`src/hw/rtl/btmt_pkg.sv`:
```
// ----------------------------------------------------------------------------
// Bracket timestamp max tracker - package
// Widths, character codes, limits and the group state type.
// ----------------------------------------------------------------------------
package btmt_pkg;

    // Field and state widths
    localparam int BYTE_W = 8;
    localparam int INT_W  = 20;
    localparam int FRAC_W = 10;
    localparam int MS_W   = 30;
    localparam int LEN_W  = 6;
    localparam int DOT_W  = 2;
    localparam int FCNT_W = 2;

    // Limits
    localparam int TAIL_LIMIT  = 32;
    localparam int FRAC_DIGITS = 3;
    localparam logic [LEN_W-1:0] LEN_MAX     = '1;
    localparam logic [INT_W-1:0] INT_SEC_MAX = '1;
    localparam logic [DOT_W-1:0] DOT_MAX     = DOT_W'(2);
    localparam logic [MS_W-1:0]  MS_PER_SEC  = MS_W'(1000);

    // Character codes
    localparam logic [BYTE_W-1:0] CH_ZERO  = 8'h30;
    localparam logic [BYTE_W-1:0] CH_NINE  = 8'h39;
    localparam logic [BYTE_W-1:0] CH_DOT   = 8'h2E;
    localparam logic [BYTE_W-1:0] CH_OPEN  = 8'h5B;
    localparam logic [BYTE_W-1:0] CH_CLOSE = 8'h5D;

    // Running state of the group being parsed
    typedef struct packed {
        logic              open;
        logic [LEN_W-1:0]  len;
        logic [INT_W-1:0]  int_sec;
        logic [FRAC_W-1:0] frac;
        logic [FCNT_W-1:0] frac_cnt;
        logic [DOT_W-1:0]  dot_cnt;
        logic              has_digit;
        logic              bad;
    } t_group;

    // Scale for the kept fraction digits: 10^(3 - count)
    function automatic logic [FRAC_W-1:0] frac_scale(input logic [FCNT_W-1:0] cnt);
        logic [FRAC_W-1:0] scale;
        case (cnt)
            2'd0:    scale = FRAC_W'(1000);
            2'd1:    scale = FRAC_W'(100);
            2'd2:    scale = FRAC_W'(10);
            default: scale = FRAC_W'(1);
        endcase
        return scale;
    endfunction

endpackage

```
`src/hw/rtl/bracket_timestamp_max_tracker.sv`:
```
// ----------------------------------------------------------------------------
// Bracket timestamp max tracker
// Scans a text byte stream for numeric bracket groups and tracks the maximum.
// ----------------------------------------------------------------------------
// Takes one byte per clock while the output side is ready, and returns one
// result word per byte, in order. A byte passes through the input register,
// then the parse/result register; with the output side ready, a new byte is
// taken every cycle. The rate is set by the group-state update, which reads
// and writes the running group and maximum registers for each byte. A group
// value is seconds * 1000 + fraction scaled to ms; "[]" and groups with any
// byte other than digits and dots are not reported. After a byte marked end
// of token, an open group begun more than 32 bytes back is dropped.
module bracket_timestamp_max_tracker (
    input  logic                        i_clk,
    input  logic                        i_rst_n,
    // input words
    input  logic                        i_valid,
    output logic                        o_ready,
    input  logic [btmt_pkg::BYTE_W-1:0] i_text_byte,
    input  logic                        i_end_of_token,
    // result words
    output logic                        o_valid,
    input  logic                        i_ready,
    output logic [btmt_pkg::MS_W-1:0]   o_max_timestamp_ms,
    output logic                        o_group_accepted,
    output logic [btmt_pkg::MS_W-1:0]   o_group_ms
);

    // Input register
    logic                        r_in_valid;
    logic [btmt_pkg::BYTE_W-1:0] r_in_byte;
    logic                        r_in_eot;

    // Running state
    btmt_pkg::t_group            r_grp, n_grp;
    logic [btmt_pkg::MS_W-1:0]   r_best, n_best;

    // Result register
    logic                        r_out_valid;
    logic                        r_out_acc, n_out_acc;
    logic [btmt_pkg::MS_W-1:0]   r_out_max;
    logic [btmt_pkg::MS_W-1:0]   r_out_gms, n_out_gms;

    logic out_free;
    logic advance;
    logic is_digit;
    logic [3:0]                  digit;
    logic [btmt_pkg::INT_W+3:0]  int_next;
    logic [btmt_pkg::MS_W-1:0]   gms;

    // Handshake: result slot frees when empty or taken
    assign out_free = !r_out_valid || i_ready;
    assign advance  = r_in_valid && out_free;
    assign o_ready  = !r_in_valid || out_free;

    always_ff @(posedge i_clk) begin
        if (!i_rst_n) begin
            r_in_valid <= 1'b0;
        end else if (o_ready) begin
            r_in_valid <= i_valid;
        end
    end

    always_ff @(posedge i_clk) begin
        if (o_ready && i_valid) begin
            r_in_byte <= i_text_byte;
            r_in_eot  <= i_end_of_token;
        end
    end

    // Byte decode and running arithmetic
    assign is_digit = (r_in_byte >= btmt_pkg::CH_ZERO) && (r_in_byte <= btmt_pkg::CH_NINE);
    assign digit    = 4'(r_in_byte - btmt_pkg::CH_ZERO);
    assign int_next = (btmt_pkg::INT_W+4)'(r_grp.int_sec) * (btmt_pkg::INT_W+4)'(10)
                    + (btmt_pkg::INT_W+4)'(digit);
    assign gms      = btmt_pkg::MS_W'(r_grp.int_sec) * btmt_pkg::MS_PER_SEC
                    + btmt_pkg::MS_W'(r_grp.frac)
                    * btmt_pkg::MS_W'(btmt_pkg::frac_scale(r_grp.frac_cnt));

    // Next group state and result
    always_comb begin
        n_grp     = r_grp;
        n_best    = r_best;
        n_out_acc = 1'b0;
        n_out_gms = '0;
        if (r_in_byte == btmt_pkg::CH_OPEN) begin
            n_grp      = '0;
            n_grp.open = 1'b1;
            n_grp.len  = btmt_pkg::LEN_W'(1);
        end else if (r_in_byte == btmt_pkg::CH_CLOSE) begin
            if (r_grp.open && !r_grp.bad && r_grp.has_digit) begin
                n_out_acc = 1'b1;
                n_out_gms = gms;
                if (gms > r_best) begin
                    n_best = gms;
                end
            end
            n_grp = '0;
        end else if (r_grp.open) begin
            if (r_grp.len != btmt_pkg::LEN_MAX) begin
                n_grp.len = r_grp.len + btmt_pkg::LEN_W'(1);
            end
            if (is_digit) begin
                n_grp.has_digit = 1'b1;
                if (r_grp.dot_cnt == '0) begin
                    n_grp.int_sec = (int_next > (btmt_pkg::INT_W+4)'(btmt_pkg::INT_SEC_MAX))
                                  ? btmt_pkg::INT_SEC_MAX : int_next[btmt_pkg::INT_W-1:0];
                end else if ((r_grp.dot_cnt == btmt_pkg::DOT_W'(1))
                          && (r_grp.frac_cnt < btmt_pkg::FCNT_W'(btmt_pkg::FRAC_DIGITS))) begin
                    n_grp.frac     = btmt_pkg::FRAC_W'(r_grp.frac * btmt_pkg::FRAC_W'(10))
                                   + btmt_pkg::FRAC_W'(digit);
                    n_grp.frac_cnt = r_grp.frac_cnt + btmt_pkg::FCNT_W'(1);
                end
            end else if (r_in_byte == btmt_pkg::CH_DOT) begin
                if (r_grp.dot_cnt < btmt_pkg::DOT_MAX) begin
                    n_grp.dot_cnt = r_grp.dot_cnt + btmt_pkg::DOT_W'(1);
                end
            end else begin
                n_grp.bad = 1'b1;
            end
        end
        // Tail bound at token end
        if (r_in_eot && n_grp.open && (n_grp.len > btmt_pkg::LEN_W'(btmt_pkg::TAIL_LIMIT))) begin
            n_grp = '0;
        end
    end

    // State and result registers
    always_ff @(posedge i_clk) begin
        if (!i_rst_n) begin
            r_grp       <= '0;
            r_best      <= '0;
            r_out_valid <= 1'b0;
        end else begin
            if (advance) begin
                r_grp  <= n_grp;
                r_best <= n_best;
            end
            if (out_free) begin
                r_out_valid <= r_in_valid;
            end
        end
    end

    always_ff @(posedge i_clk) begin
        if (advance) begin
            r_out_acc <= n_out_acc;
            r_out_gms <= n_out_gms;
            r_out_max <= n_best;
        end
    end

    assign o_valid            = r_out_valid;
    assign o_max_timestamp_ms = r_out_max;
    assign o_group_accepted   = r_out_acc;
    assign o_group_ms         = r_out_gms;

endmodule

```
`config.mk`:
```
export PLATFORM = sky130hd
export DESIGN_NAME = bracket_timestamp_max_tracker
export DESIGN_NICKNAME = d
export VERILOG_FILES = /design/src/hw/rtl/btmt_pkg.sv /design/src/hw/rtl/bracket_timestamp_max_tracker.sv
export SDC_FILE = /design/constraint.sdc
export NUM_CORES = 1
export LEC_CHECK = 0
export ABC_CLOCK_PERIOD_IN_PS = 19100
export BUFFER_PORTS_ARGS = -buffer_cell sky130_fd_sc_hd__buf_2
export CORE_AREA = 2 2 253 255
export CTS_BUF_LIST = sky130_fd_sc_hd__clkbuf_8 sky130_fd_sc_hd__clkbuf_16
export DETAILED_ROUTE_END_ITERATION = 16
export DIE_AREA = 0 0 255 257
export SYNTH_ARGS = -nofsm -noshare
export SYNTH_HDL_FRONTEND = slang
export SYNTH_SLANG_ARGS = --single-unit
```
`constraint.sdc`:
```
create_clock -name i_clk -period 19.1 [get_ports i_clk]
set_clock_uncertainty 0.1 [all_clocks]
set_input_delay 1.91 -clock i_clk [delete_from_list [all_inputs] [get_ports i_clk]]
set_output_delay 1.91 -clock i_clk [all_outputs]
set_load 0.02 [all_outputs]
```
==> flow_metrics.tcl, run 1 <==
set metrics [dict create \
    status "finished clean" \
    power_mw 0.706 \
    synth_cell_types 74 \
    finalSetupViolations 0 \
    worstPathMaxFanout 43 \
    vias_per_cell 4.48 \
    drtPass1Iterations 5 \
    intPower_mw 0.542 \
    die_area_um2 65500 \
    fin_crit_ns 10.60 \
    yosysMostFrequentCell "inv_1" \
    drc 0 \
    dieWidth_um 255 \
    cp_top_family "adder cells" \
    via_count 11500 \
    cp.required_ns 19.34 \
    rsz0062_at_grt "no" \
    syn_avg_cell_area_um2 9.44 \
    cp_slowest_cell "dfxtp_1" \
    synthArstFlopShare 0 \
    wl_per_cell_um 13.1 \
    synth_commonest_cells "inv_1, ha_1, fa_1" \
    yosys.area.top_type "fa_1" \
    start_kind "flip-flop" \
    clockRootBuffer "clkbuf_16" \
    share_comb_of_total_power 0.036 \
    synth_ff_type "dfxtp_1" \
    seq_area_frac_synth 0.231 \
    routed_wl_um 33700 \
    hold_viol_final 0 \
    p_per_area_nw_per_um2 40.3 \
    port_buffers 75 \
    fp.dieH_um 257 \
    final_layout_size_suffix_gt1_frac 0.0872 \
    synth_edf_count 70 \
    overflow 0 \
    p_clk_frac 0.488 \
    critPathKind "reg -> reg" \
    clock_latency_ns 0.45 \
    yosysWarnings 0 \
    synth_top_area_share 0.183 \
    p_sw_mw 0.164 \
    diodes 0 \
    syn_inst 1656 \
    synthesis.nets 2031 \
    syn_area_um2 15600 \
    place.gp.congestion 0.844 \
    maxCapViolations 0 \
    first_iter_violations 608 \
    post_cts_resized 0 \
    power.share.switching 0.233 \
    cts_sinks 145 \
    ys_ff_latch 145 \
    num_rows 92 \
    report.final.slew_viol_count 0 \
    p_leak_nw 8.15 \
    synthTopCellsByArea "fa_1, ha_1, edfxtp_1, dfxtp_1, inv_1" \
    irDropWorstVdd_mv 0.0580 \
    htree_levels 4 \
    pin_count 76 \
    num-nets-final 2083 \
    core_region_area_um2 62700 \
    relSlewSlack 0.428 \
    clkTransAtPathRegs_ns 0.07 \
    worstSetupEndpointType "flip-flop" \
    fmax_mhz 94.3 \
    cts_tree "done" \
    area_delta_synth_final_pct 12.2 \
    period_share 0.555 \
    cts_buffer_depth 2 \
    grt_pass1_vias 11400 \
    antenna_left 0 \
    setup_tns_ns 0 \
    cts-buffers-inserted 17 \
    grt_pass1_wl_um 55800 \
    cpPeakStageDelay_ns 0.62 \
    hold_class "reg -> reg" \
    start_util 0.249 \
    path_buf_inv 6 \
    worst_pin_slew_ns 0.858 \
    grt_max_degree 70 \
    worst-endpoint-arrival_ns 10.84 \
    power.share.sequential 0.476 \
    dp_hpwl_um 27500 \
    antenna_found_initial 0 \
    grt_usage 0.103 \
    postCtsSetupBuffers 0 \
    ctsHoldBuffers 0 \
]
## final timing paths
kind / startpoint / to / slack, ns / depth (start not counted)
setup / recovery: r_grp[17] / r_best[0] / 8.50 / 41
hold / removal: r_grp[1] / r_grp[1] / 0.37 / 2
setup reg to reg: r_grp[17] / r_best[0] / 8.50 / 41
hold reg to reg: r_grp[1] / r_grp[1] / 0.37 / 2
## routing by layer
metal | GRT usage | share of wire | wire length (µm)
met2 | 0.178 | 0.49 | 16500
met3 | 0.0143 | 0.026 | 886
met1 | 0.131 | 0.47 | 15700
met4 | 0.0343 | 0.020 | 684
met5 | 0 | 0 | 0
## logic make-up after synthesis
family	count (synthesis)	synth area share
AOI/OAI and AO/OA	314	0.136
xor gates and xnor gates	87	0.0488
adders and majority gates	362	0.359
buffers and inverters	308	0.0750
DFF	145	0.231
muxes	25	0.0175
and+or+nand+nor	415	0.133
## per-stage QoR
step / util / worst slack (ns) / hold WS, ns / std cells / cell area [µm²]
2_1_floorplan: - / 9.65 / 0.340 / 1656 / 15600
3_3_place_gp: 0.270 / 8.79 / 0.349 / 2535 / 16900
3_5_place_dp: 0.270 / 8.52 / 0.362 / 2535 / 16900
4_1_cts: 0.279 / 8.49 / 0.377 / 2567 / 17500
5_1_grt: 0.279 / 7.77 / 0.401 / 2567 / 17500
6_report: 0.279 / 8.50 / 0.374 / 2567 / 17500
## power groups by stage
stage               sequential (mW)  combinational, mW  clock [mW]
floorplan                     0.350            0.00779           0
global placement              0.343             0.0252           0
detailed placement            0.343             0.0254           0
CTS                           0.336             0.0255       0.354
global route                  0.337             0.0272       0.363
finish                        0.336             0.0251       0.345
## registers in the layout, summed over array words and instances (netlist names)
signal and count:
o_max_timestamp_ms 30, r_in_eot 1, o_group_ms 30, r_grp 43, r_in_byte 8, r_best 30
o_group_accepted 1, o_valid 1, r_in_valid 1
## layout make-up
type | count | area [µm²]
clock buffer | 18 | 450
clock inverter | 14 | 153
fill | 6597 | 45200
inverter | 261 | 980
multi-input combinational | 1203 | 10900
sequential | 145 | 3600
tap | 846 | 1060
timing repair buffer | 80 | 413
## cell usage in the layout (no fill, tap or decap), types with 6 or more instances in the layout
cell	count
xnor2_1	57
a21boi_0	21
clkbuf_16	18
nor3_1	16
nand2_1	142
inv_1	261
and2_1	55
nand2b_1	12
nor2b_1	16
o31ai_1	6
mux2_2	18
dfxtp_1	75
o21bai_1	7
ha_1	219
nor2_1	70
a21o_1	26
a31oi_1	10
xor2_1	30
or3_1	8
o21ai_1	6
o21a_1	9
o211ai_1	13
buf_2	75
nor3b_1	10
fa_1	143
nand4_1	18
and3_1	8
nand3_1	25
o21ai_0	64
edfxtp_1	70
a211oi_1	8
a221o_1	21
a21oi_1	70
mux2i_1	6
## worst reg2reg max path: cells and delay by family, from the launching register on
kind | cells | cell delay, ns
DFF | 1 | 0.62
buffers and inverters | 6 | 0.59
adders and majority gates | 10 | 4.06
and+or+nand+nor | 8 | 1.91
xor gates and xnor gates | 3 | 0.58
AOI/OAI and AO/OA | 14 | 2.62
Note: power is estimated with default switching activity, not from simulation.
==> run 2, diff against run 1 <==
--- a/config.mk
+++ b/config.mk
@@ -5,7 +5,7 @@
 export SDC_FILE = /design/constraint.sdc
 export NUM_CORES = 1
 export LEC_CHECK = 0
-export ABC_CLOCK_PERIOD_IN_PS = 19100
+export ABC_CLOCK_PERIOD_IN_PS = 8800
 export BUFFER_PORTS_ARGS = -buffer_cell sky130_fd_sc_hd__buf_2
 export CORE_AREA = 2 2 253 255
 export CTS_BUF_LIST = sky130_fd_sc_hd__clkbuf_8 sky130_fd_sc_hd__clkbuf_16
==> constraint.sdc (replaced) <==
create_clock -name i_clk -period 8.8 [get_ports i_clk]
set_clock_uncertainty 0.1 [all_clocks]
set_input_delay 0.88 -clock i_clk [delete_from_list [all_inputs] [get_ports i_clk]]
set_output_delay 0.88 -clock i_clk [all_outputs]
set_load 0.02 [all_outputs]
==> run 2 against run 1 <==
Compared with the run above: the run now ends with negative setup slack left; combinational power increased by 120%; fmax increased by 19%; via count increased by 5.8%; first-iteration DRC count decreased by 6.6%; clock power increased by 130%; count of clock-buffer cells in the layout decreased by 1; register-to-register slack got worse by 8.6 ns; wire length increased by 9.3%; die area unchanged; critical endpoint is now o_max_timestamp_ms[11]; largest power group unchanged.
==> flow_metrics.tcl, run 2 (synthesized netlist as in run 1, its figures left out) <==
set metrics [dict create \
    status "complete, but fails checks" \
    violations "negative setup slack" \
    cpPeakStageDelay_ns 0.54 \
    final_cell_mix "inv_1, ha_1, fa_1" \
    worstSetupEndpointType "flip-flop" \
    relSlewSlack 0.397 \
    power_mw 1.57 \
    placedCellCount 2637 \
    fp.dieH_um 257 \
    dieWidth_um 255 \
    area_delta_synth_final_pct 24.4 \
    worst_pin_slew_ns 0.904 \
    cts_sinks 145 \
    drc 0 \
    antenna_left 0 \
    fillers 6384 \
    place.gp.congestion 0.843 \
    cpMostUsedCell "fa_1" \
    fin_area_um2 19400 \
    clkTransAtPathRegs_ns 0.06 \
    diodes 0 \
    largest_reg_flops 43 \
    fmax_mhz 112 \
    vias_per_cell 4.50 \
    rsz0062_at_grt "yes" \
    report.final.slew_viol_count 0 \
    worst-endpoint-arrival_ns 9.00 \
    grt_max_degree 71 \
    via_count 12200 \
    regMostFlops "r_grp" \
    cts_tree "done" \
    maxCapViolations 0 \
    antenna_found_initial 0 \
    final_cells 2705 \
    port_buffers 75 \
    fin_util 0.310 \
    num-nets-final 2222 \
    pin_count 76 \
    cts-buffers-inserted 17 \
    clockRootBuffer "clkbuf_16" \
    setup_slack_ns -0.0994 \
    start_kind "flip-flop" \
    start_util 0.249 \
    placed_area_um2 17800 \
    layout.cells.most_common "inv_1" \
    final_layout_size_suffix_gt1_frac 0.207 \
    grt_pass1_wl_um 58900 \
    holdWs_ns 0.374 \
    post-place-ws_ns -0.410 \
    clock_latency_ns 0.46 \
    cp_slowest_cell "fa_1" \
    grt_pass1_vias 12200 \
    setup_tns_ns -1.77 \
    ctsHoldBuffers 0 \
    p_leak_nw 9.11 \
    grt_usage 0.110 \
    die_area_um2 65500 \
    critPathKind "reg -> reg" \
    htree_levels 4 \
    irDropWorstVdd_mv 0.135 \
    dp_hpwl_um 28300 \
    period_share 1.01 \
    hold_viol_final 0 \
    wl_per_cell_um 13.6 \
    hold_class "reg -> reg" \
    core_region_area_um2 62700 \
    cp.required_ns 8.90 \
    cts_buffer_depth 2 \
    fin_crit_ns 8.90 \
    drtPass1Iterations 5 \
    first_iter_violations 568 \
    p_per_area_nw_per_um2 80.7 \
    finalSetupViolations 34 \
    num_rows 92 \
    routed_wl_um 36900 \
    overflow 0 \
    worstPathMaxFanout 5 \
]
[run 2: path summary, 6_finish.rpt]
kind,startpoint,end,slack [ns],depth (start not counted)
max,r_grp[17],o_max_timestamp_ms[11],-0.1,37
min reg2reg,r_best[12],r_best[12],0.37,2
min,r_best[12],r_best[12],0.37,2
max reg2reg,r_grp[17],o_max_timestamp_ms[11],-0.1,37
[run 2: cell type report]
class | count | area [µm²] | share of cell area
Sequential cell | 145 | 3620 | 0.186
Inverter | 261 | 980 | 0.0504
Tap cell | 846 | 1060 | 0.0545
Clock inverter | 14 | 195 | 0.0100
Multi-Input combinational cell | 1203 | 11400 | 0.588
Clock buffer | 17 | 425 | 0.0219
Timing Repair Buffer | 219 | 1720 | 0.0885
[run 2: metal layers]
metal	share of wire	up-vias	track usage
li1	-	6020	-
met1	0.44	5896	0.135
met2	0.51	211	0.196
met3	0.028	49	0.0153
met4	0.020	0	0.0327
met5	0	-	0
[run 2: report_power, final]
part / switching, mW / internal, mW
Clock: 0.329 / 0.455
Sequential: 0.00694 / 0.721
Combinational: 0.0397 / 0.0166
[run 2: what timing repair did]
| action | 4_1_cts | 5_1_grt |
|---|---|---|
| cloned | 5 | 4 |
| setup buffers | 14 | 17 |
| gates resized for setup | 45 | 127 |
| setup endpoints to repair | 60 | 60 |
| pin swaps | 36 | 48 |
[run 2: worst max-delay path: cells and delay by family (launching register included)]
kind | cells | cell delay, ns
fa+ha+maj | 10 | 3.99
compound gates | 13 | 2.10
simple gates | 3 | 0.77
buf+inv | 8 | 0.70
flops | 1 | 0.36
xor+xnor | 2 | 0.32
mux | 1 | 0.30
==> run 3, diff against run 2 <==
--- a/config.mk
+++ b/config.mk
@@ -11,6 +11,8 @@
 export CTS_BUF_LIST = sky130_fd_sc_hd__clkbuf_8 sky130_fd_sc_hd__clkbuf_16
 export DETAILED_ROUTE_END_ITERATION = 16
 export DIE_AREA = 0 0 255 257
+export MAX_ROUTING_LAYER = met4
+export PLACE_DENSITY = 0.45
 export SYNTH_ARGS = -nofsm -noshare
 export SYNTH_HDL_FRONTEND = slang
 export SYNTH_SLANG_ARGS = --single-unit
==> run 3 against run 2 <==
Compared with the run above: the flow still finishes with violations (negative setup slack); via count decreased by 1.6%; cell area rose by 0.79%; die area stayed put; total power decreased by 5.6%; wire length rose by 3.4%; non-clock buffer count is 1 lower; largest cell class unchanged; count of clock-buffer cells in the layout unchanged; fmax is 0.98% higher; sequential power is essentially flat; sequential share of layout area fell by 0.14 points.
==> flow_metrics.tcl, run 3 (synthesized netlist as in run 1, its figures left out) <==
set metrics [dict create \
    cpMostUsedCell "fa_1" \
    whs_path_depth 2 \
    core_region_area_um2 62700 \
    place.gp.congestion 0.821 \
    overflow 0 \
    routed_wl_um 38100 \
    period_share 1.00 \
    layout.cells.most_common "inv_1" \
    power_mw 1.48 \
    first_iter_violations 484 \
    irDropWorstVdd_mv 0.127 \
    ff2ff_setup_slack_ns -0.01 \
    worst-endpoint-arrival_ns 8.92 \
    cts_buffer_depth 2 \
    hold_viol_final 0 \
    antenna_found_initial 0 \
    critPathKind "reg -> reg" \
    cp_slowest_cell "fa_1" \
    maxCapViolations 0 \
    final_layout_size_suffix_gt1_frac 0.223 \
    wl_per_cell_um 14.1 \
    grt_pass1_wl_um 63400 \
    num_rows 92 \
    placed_area_um2 17900 \
    final_cells 2705 \
    cpPeakStageDelay_ns 0.55 \
    fin_util 0.312 \
    fin_crit_ns 8.81 \
    start_kind "flip-flop" \
    cts_sinks 145 \
    status "complete, but fails checks" \
    finalSetupViolations 13 \
    antenna_left 0 \
    ctsHoldBuffers 0 \
    power.share.sequential 0.492 \
    worst_pin_slew_ns 0.890 \
    dp_hpwl_um 30100 \
    grt_usage 0.123 \
    rsz0062_at_grt "yes" \
    htree_levels 4 \
    worst_r2r_path_depth 36 \
    drtPass1Iterations 4 \
    clockRootBuffer "clkbuf_16" \
    p_leak_nw 9.10 \
    pin_count 76 \
    drc 0 \
    cp.required_ns 8.91 \
    fin_area_um2 19600 \
    power.share.switching 0.254 \
    violations "negative setup slack" \
    worstSetupEndpointType "flip-flop" \
    grt_max_degree 71 \
    clkTransAtPathRegs_ns 0.07 \
    vias_per_cell 4.43 \
    cts_tree "done" \
    post-place-ws_ns -0.449 \
    final_cell_mix "inv_1, ha_1, fa_1" \
    grt_pass1_vias 12400 \
    setup_slack_ns -0.0128 \
    dieWidth_um 255 \
    share_comb_of_total_power 0.038 \
    fmax_mhz 113 \
    setup_tns_ns -0.0722 \
    p_per_area_nw_per_um2 75.6 \
    start_util 0.249 \
    diodes 0 \
    p_sw_mw 0.376 \
    die_area_um2 65500 \
    regMostFlops "r_grp" \
    via_count 12000 \
    intPower_mw 1.10 \
    clock_latency_ns 0.46 \
    holdWs_ns 0.368 \
    port_buffers 75 \
    fp.dieH_um 257 \
    report.final.slew_viol_count 0 \
    placedCellCount 2648 \
    relSlewSlack 0.407 \
    largest_reg_flops 43 \
    p_clk_frac 0.470 \
    num-nets-final 2221 \
    hold_class "reg -> reg" \
    area_delta_synth_final_pct 25.3 \
    worstPathMaxFanout 8 \
    cts-buffers-inserted 17 \
]
-- run 3: changes by cell type in the layout (fill, tap and decap cells not counted), moves of 4 or more --
cell,previous run,this run
nand2_4,6,11
ha_4,14,20
o21ai_4,0,4
a21oi_1,62,55
clkinvlp_4,0,4
ha_1,204,198
nand2_1,126,118
a21boi_1,13,6
a21oi_2,8,14
a21boi_0,3,11
o21ai_0,43,36
-- run 3: final cells by class --
cell class | instances | area (µm²)
inverters | 261 | 982
clock buffers | 17 | 425
multi-input cells | 1203 | 11700
well taps | 846 | 1060
clock inverters | 15 | 124
fillers | 6461 | 43200
flip-flops and latches | 145 | 3620
repair buffers | 218 | 1680
-- run 3: power by group through the flow --
| stage | Sequential (mW) | Combinational, mW | Clock (mW) |
|---|---|---|---|
| floorplan | 0.759 | 0.0169 | 0 |
| global placement | 0.745 | 0.0564 | 0 |
| detailed placement | 0.745 | 0.0567 | 0 |
| CTS | 0.730 | 0.0570 | 0.717 |
| global route | 0.731 | 0.0611 | 0.738 |
| finish | 0.729 | 0.0559 | 0.696 |
-- run 3: worst max-delay path: cells and delay by family, from the launching register on --
kind                     cells  cell delay (ns)
AO/OA/AOI/OAI               13             2.18
XOR/XNOR                     2             0.30
adder cells (fa/ha/maj)     10             3.89
buffers and inverters        7             0.63
flip-flops                   1             0.38
multiplexers                 1             0.30
AND/OR/NAND/NOR              3             0.75
-- run 3: layer usage --
metal | vias up | GRT usage | wire, µm
met5 | - | - | 0
met4 | 0 | 0.0357 | 663
met3 | 33 | 0.0150 | 809
met2 | 138 | 0.203 | 18600
met1 | 5796 | 0.157 | 18100
li1 | 6013 | - | -
-- run 3: worst paths after layout --
check / to / start
min: r_grp[1] / r_grp[1]
min reg2reg: r_grp[1] / r_grp[1]
max: o_max_timestamp_ms[11] / r_grp[19]
max reg2reg: o_max_timestamp_ms[11] / r_grp[19]
-- run 3: timing repair --
| action | CTS | global route |
|---|---|---|
| gates resized for setup | 122 | 104 |
| cloned | 7 | 0 |
| setup endpoints to repair | 60 | 60 |
| setup buffers | 16 | 5 |
| pin swaps | 61 | 59 |
